### src/rtl/rmeu_ram.sv
// rmeu_ram: generic single write port, single read port ram with registered read
// no dependencies
module rmeu_ram #(
  parameter int unsigned Width = 8,
  parameter int unsigned Depth = 256
) (
  input  logic                     clk_i,
  input  logic                     we_i,
  input  logic [$clog2(Depth)-1:0] waddr_i,
  input  logic [Width-1:0]         wdata_i,
  input  logic [$clog2(Depth)-1:0] raddr_i,
  output logic [Width-1:0]         rdata_o
);

  logic [Width-1:0] mem_q [Depth];

  always_ff @(posedge clk_i) begin
    if (we_i) begin
      mem_q[waddr_i] <= wdata_i;
    end
    rdata_o <= mem_q[raddr_i];
  end

endmodule

### config.mk
export PLATFORM = sky130hd
export DESIGN_NAME = rmeu_ram
export DESIGN_NICKNAME = d
export VERILOG_FILES = /design/src/rtl/rmeu_ram.sv
export SDC_FILE = /design/constraint.sdc
export NUM_CORES = 2
export LEC_CHECK = 0
export ABC_CLOCK_PERIOD_IN_PS = 2400
export BUFFER_PORTS_ARGS = -buffer_cell sky130_fd_sc_hd__buf_2
export CAP_MARGIN = 40
export CORE_UTILIZATION = 45
export CTS_BUF_LIST = sky130_fd_sc_hd__clkbuf_8 sky130_fd_sc_hd__clkbuf_16
export DETAILED_ROUTE_END_ITERATION = 10
export GPL_TIMING_DRIVEN = 0
export SETUP_SLACK_MARGIN = 0.1
export SKIP_CTS_REPAIR_TIMING = 1
export SLEW_MARGIN = 20
export SYNTH_ARGS = -nofsm -noshare
export SYNTH_HDL_FRONTEND = slang
export SYNTH_SLANG_ARGS = --single-unit
### constraint.sdc
create_clock -name clk_i -period 2.4 [get_ports clk_i]
set_input_delay 0.24 -clock clk_i [delete_from_list [all_inputs] [get_ports clk_i]]
set_output_delay 0.24 -clock clk_i [all_outputs]
set_load 0.1 [all_outputs]
======== Word level (Yosys, flattened, before mapping) ========
Memory sizes are Yosys's and may differ from the RTL's. A register that Yosys moved wholly into a read port is not among the register bits.
Index checks and enable logic that the tools add are counted.
cells by class
  muxes and demuxes ....................... 2
operators by type and width
  kind     count
  $mux W1  2
word-level totals
  input port bits ......................... 26
  register bits after elaboration ......... 0
  output and inout port bits .............. 8
  memories ................................ 1
  RAM bits ................................ 2048
  word-level logic and storage cells ...... 3
memories
  name   depth  width  rd ports  clocked after Yosys merged registers in  wr ports  line  RTL
  mem_q  256    8      1         1                                        1         15    logic [Width-1:0] mem_q [Depth];

======== Depth between registers and ports, before layout ========
  depth in word-level cells ............... 2
  mapped depth ............................ 11
  mapped depth without buffers ............ 6

======== Least setup slack after synthesis ========
OpenSTA, ideal clock, no wires.
  path kind ............................... in2reg
  start ................................... input port raddr_i[0]
  end ..................................... register rdata_o[2] (read register of mem_q)
  buffers on the path ..................... 4
  library setup time ...................... 0.131 ns
  required time ........................... 2.269 ns
  cell stages on the path ................. 9
  setup slack ............................. 0.222 ns
  arrival time ............................ 2.047 ns
  path through ............................ buf_6 > buf_12 > buf_8 > buf_2 > mux4_2 > a22oi_1 > a21oi_1 > nor4_1 > nor4_2
RTL lines
  item         line  RTL
  from (decl)  11    input logic [$clog2(Depth)-1:0] raddr_i,
  to (decl)    12    output logic [Width-1:0] rdata_o

==> results.md <==
* Crit start category: input pin
* Clock tree root driver cell: clkbuf_16
* EDFF count, synth at 2048
* Largest net degree at the start of global routing at 137
* Maximum capacitance violations at 0
* WL/cell at 36.73 um
* Psw at 17120 uW
* GRT Residual Overflow at 0
* Reg2Reg Depth at 7
* Cts bufs inserted at 202
* Synth cell count leaders: edfxtp_1, mux4_2, nor2_1
* Clk_skew at 0.02209 ns
* Nets at roughly 4200
* Fin. max-slew vios at 0
* Leak at 0.02949 uW
* CP max stage delay at 0.50 ns
* DRC at 0
* TritonCTS Sinks at around 2100
* GRT Util Overall at 0.2746
* Max VDD drop at around 0.00066 V
* Cell count after synthesis at approximately 3700
* RSZ-0062 raised after global routing: yes
* Post-synth top area share at 0.7730
* Core area at 0.1748 mm^2
* Worst setup margin at -0.2565 ns
* Critical path's slowest cell: a21oi_1
* Status: finished with violations
* Setup violations, final at 44
* H-tree Lvls at 4
* Crit Path Class: input pin to register
* Period utilization at 1.107
* Worst path most repeated cell: buf_2
* CP delay by family, top: buffers and inverters
* Buffers on Ports at 26
* GPL Wtd Cong at 0.9484
* CP Cell Sequence: buf_2 -> buf_4 -> and2_1 -> clkbuf_2 -> clkbuf_1 -> buf_6 -> a22oi_1 -> a21oi_1 -> nor3_2 -> nor4_4 -> buf_2
* Worst Hold Path Cells at 3
* Distinct cell type count after synthesis at 55
* Max_slew headroom at 0.1923
* Number of global-route vias before repair at about 41000
* Clk slew on worst S/H paths at 0.06 ns
* Area leader, netlist: edfxtp_1
* TritonCTS clock tree: done
* Combinational share of power at 0.066
* Highest clock rate at 376.4 MHz
* Cell area power density at 811.5 mW/mm^2
* Seq/Total Area, Yosys at 0.7750
* Clock Path Buffers at 3
* Setup TNS at -1.843 ns
* Stages on the worst setup path at 11
* Crit path required time at around 3.2 ns
* Synth Flop Type: edfxtp_1
* Synth Register Bits at roughly 2000
* Die width at ~420 um
* Failing checks: setup timing
* Worst path arrival time at about 3.4 ns
* First-pass GRT wire length at ~330000 um
* Final min period at around 2.7 ns
* Critical path peak fanout at 10
* Largest cells by area after synthesis: edfxtp_1, mux4_2, mux2i_1
* YS warnings at 0
* Vias per cell at between 6 and 7
* Int Pwr at 58590 uW
* Drt first pass iters at 8
* Dpl cell area at around 0.085 mm^2
* Die area at roughly 0.18 mm^2
* Seq pwr share at 0.523
* DIE HEIGHT at 422.5 um
* Placed cell count at 6247
* Asr flop ratio synth at 0
* Initial Utilization at 0.4552
* Clk Latency, worst-skew pair at 0.82 ns
* Post-Synthesis Net Count at approximately 3800
* ANT nets after route at 0
* Mapped Avg Cell Area at 21.31 um^2
* Fin. Hold Viols at 0
* Setup crit end kind: register
* Crit path buf inv count at 6
* Initial antenna violation count at 14
* Transition time of the tightest slew-check pin at 1.212 ns
* Layout cells sized above 1 at 0.3154
* Fin area at 0.09330 mm^2
* Area Overhead vs Synth at 17.27%
* Clock network fraction of design power at 0.411
* DP Wirelength at 170600 um
* Min-delay worst type: input pin to register
* Layout Cells excl Fill at about 6700
* Initial DRC count at 6543
* Std-Cell Rows at 153
* Total Wirelength at 246500 um
* Mapped Area at 0.07956 mm^2
* Most common cell in the synthesized netlist: edfxtp_1
* Vias at 42486
* Io pins at 34
* Switching share of total power at 0.2261
through the flow:
step	hold slack (ns)	util	power (uW)	setup slack, ns
2_1_floorplan	0.3389	-	42490	0.2221
3_3_place_gp	0.7923	0.4726	44760	-2.861
3_5_place_dp	0.4621	0.4850	44930	-1.772
4_1_cts	-0.3936	0.5219	75460	-0.8872
5_1_grt	0.1327	0.5338	77230	-0.05962
6_report	0.1876	0.5338	75710	-0.2565
area by class of cell:
type                       count  area (um^2)
buffer                       233         1795
inverter                       2        11.26
timing repair buffer         276         2905
fill                       13432        81480
tap                         2325         2909
clock buffer                 211         5224
multi-input combinational   1442        17550
antenna                        8        20.02
clock inverter               159         1230
sequential                  2056        61660
final timing paths:
check / start / to / slack [ns]
setup / recovery: raddr_i[2] / rdata_o[7] / -0.26
hold / removal: waddr_i[2] / mem_q[172][3] / 0.19
setup reg to reg: mem_q[129][1] / rdata_o[1] / -0.04
hold reg to reg: mem_q[107][0] / rdata_o[0] / 1.23
sequential cells by signal, summed over array words and instances, names as in the netlist:
name,cells
mem_q,2048
rdata_o,8
placed cells by master, fill, tap and decap left out, drive strengths merged, types with 4 or more instances in the layout:
cell and count:
nand2 33, and2 6, nand4 10, o21ai 12, buf 375, bufinv 16
clkinvlp 5, a211oi 16, inv 58, nor4 27, o22ai 28, nand2b 8
o32ai 5, clkinv 82, a221oi 14, edfxtp 2048, dfxtp 8, nand3 34
o211ai 10, or2 4, clkbuf 333, nor3 22, diode 8, nor2b 31
mux2i 134, clkdlybuf4s15 4, o221ai 47, a22o 8, o22a 5, a21oi 96
nor2 282, a22oi 133, mux4 456, a2111oi 5, dlygate4sd3 8
power by group through the flow:
stage / clock, uW / sequential [uW] / combinational [uW]
floorplan: 0 / 40600 / 1920
global placement: 0 / 40500 / 4260
detailed placement: 0 / 40400 / 4560
CTS: 31300 / 39600 / 4570
global route: 32600 / 39600 / 5040
finish: 31100 / 39600 / 4970
layer usage:
metal	wire length, um	vias to the layer above	track usage
li1	-	16708	-
met1	93280	22408	0.3750
met2	112800	2818	0.4132
met3	28840	544	0.07815
met4	11530	8	0.1196
met5	50	-	0
logic make-up after synthesis:
group	count (synthesis)	synth area share
mux	591	0.1462
buf+inv	235	0.01831
simple gates	466	0.02628
flops	2056	0.7750
compound gates	385	0.03419
worst reg2reg max path, delay by kind of cell (launching register included):
| kind | cells | cell delay, ns |
|---|---|---|
| compound gates | 1 | 0.09 |
| mux | 2 | 1.14 |
| simple gates | 3 | 0.55 |
| buf+inv | 1 | 0.18 |
| flops | 1 | 0.35 |
Note: power is estimated with default switching activity, not from simulation.
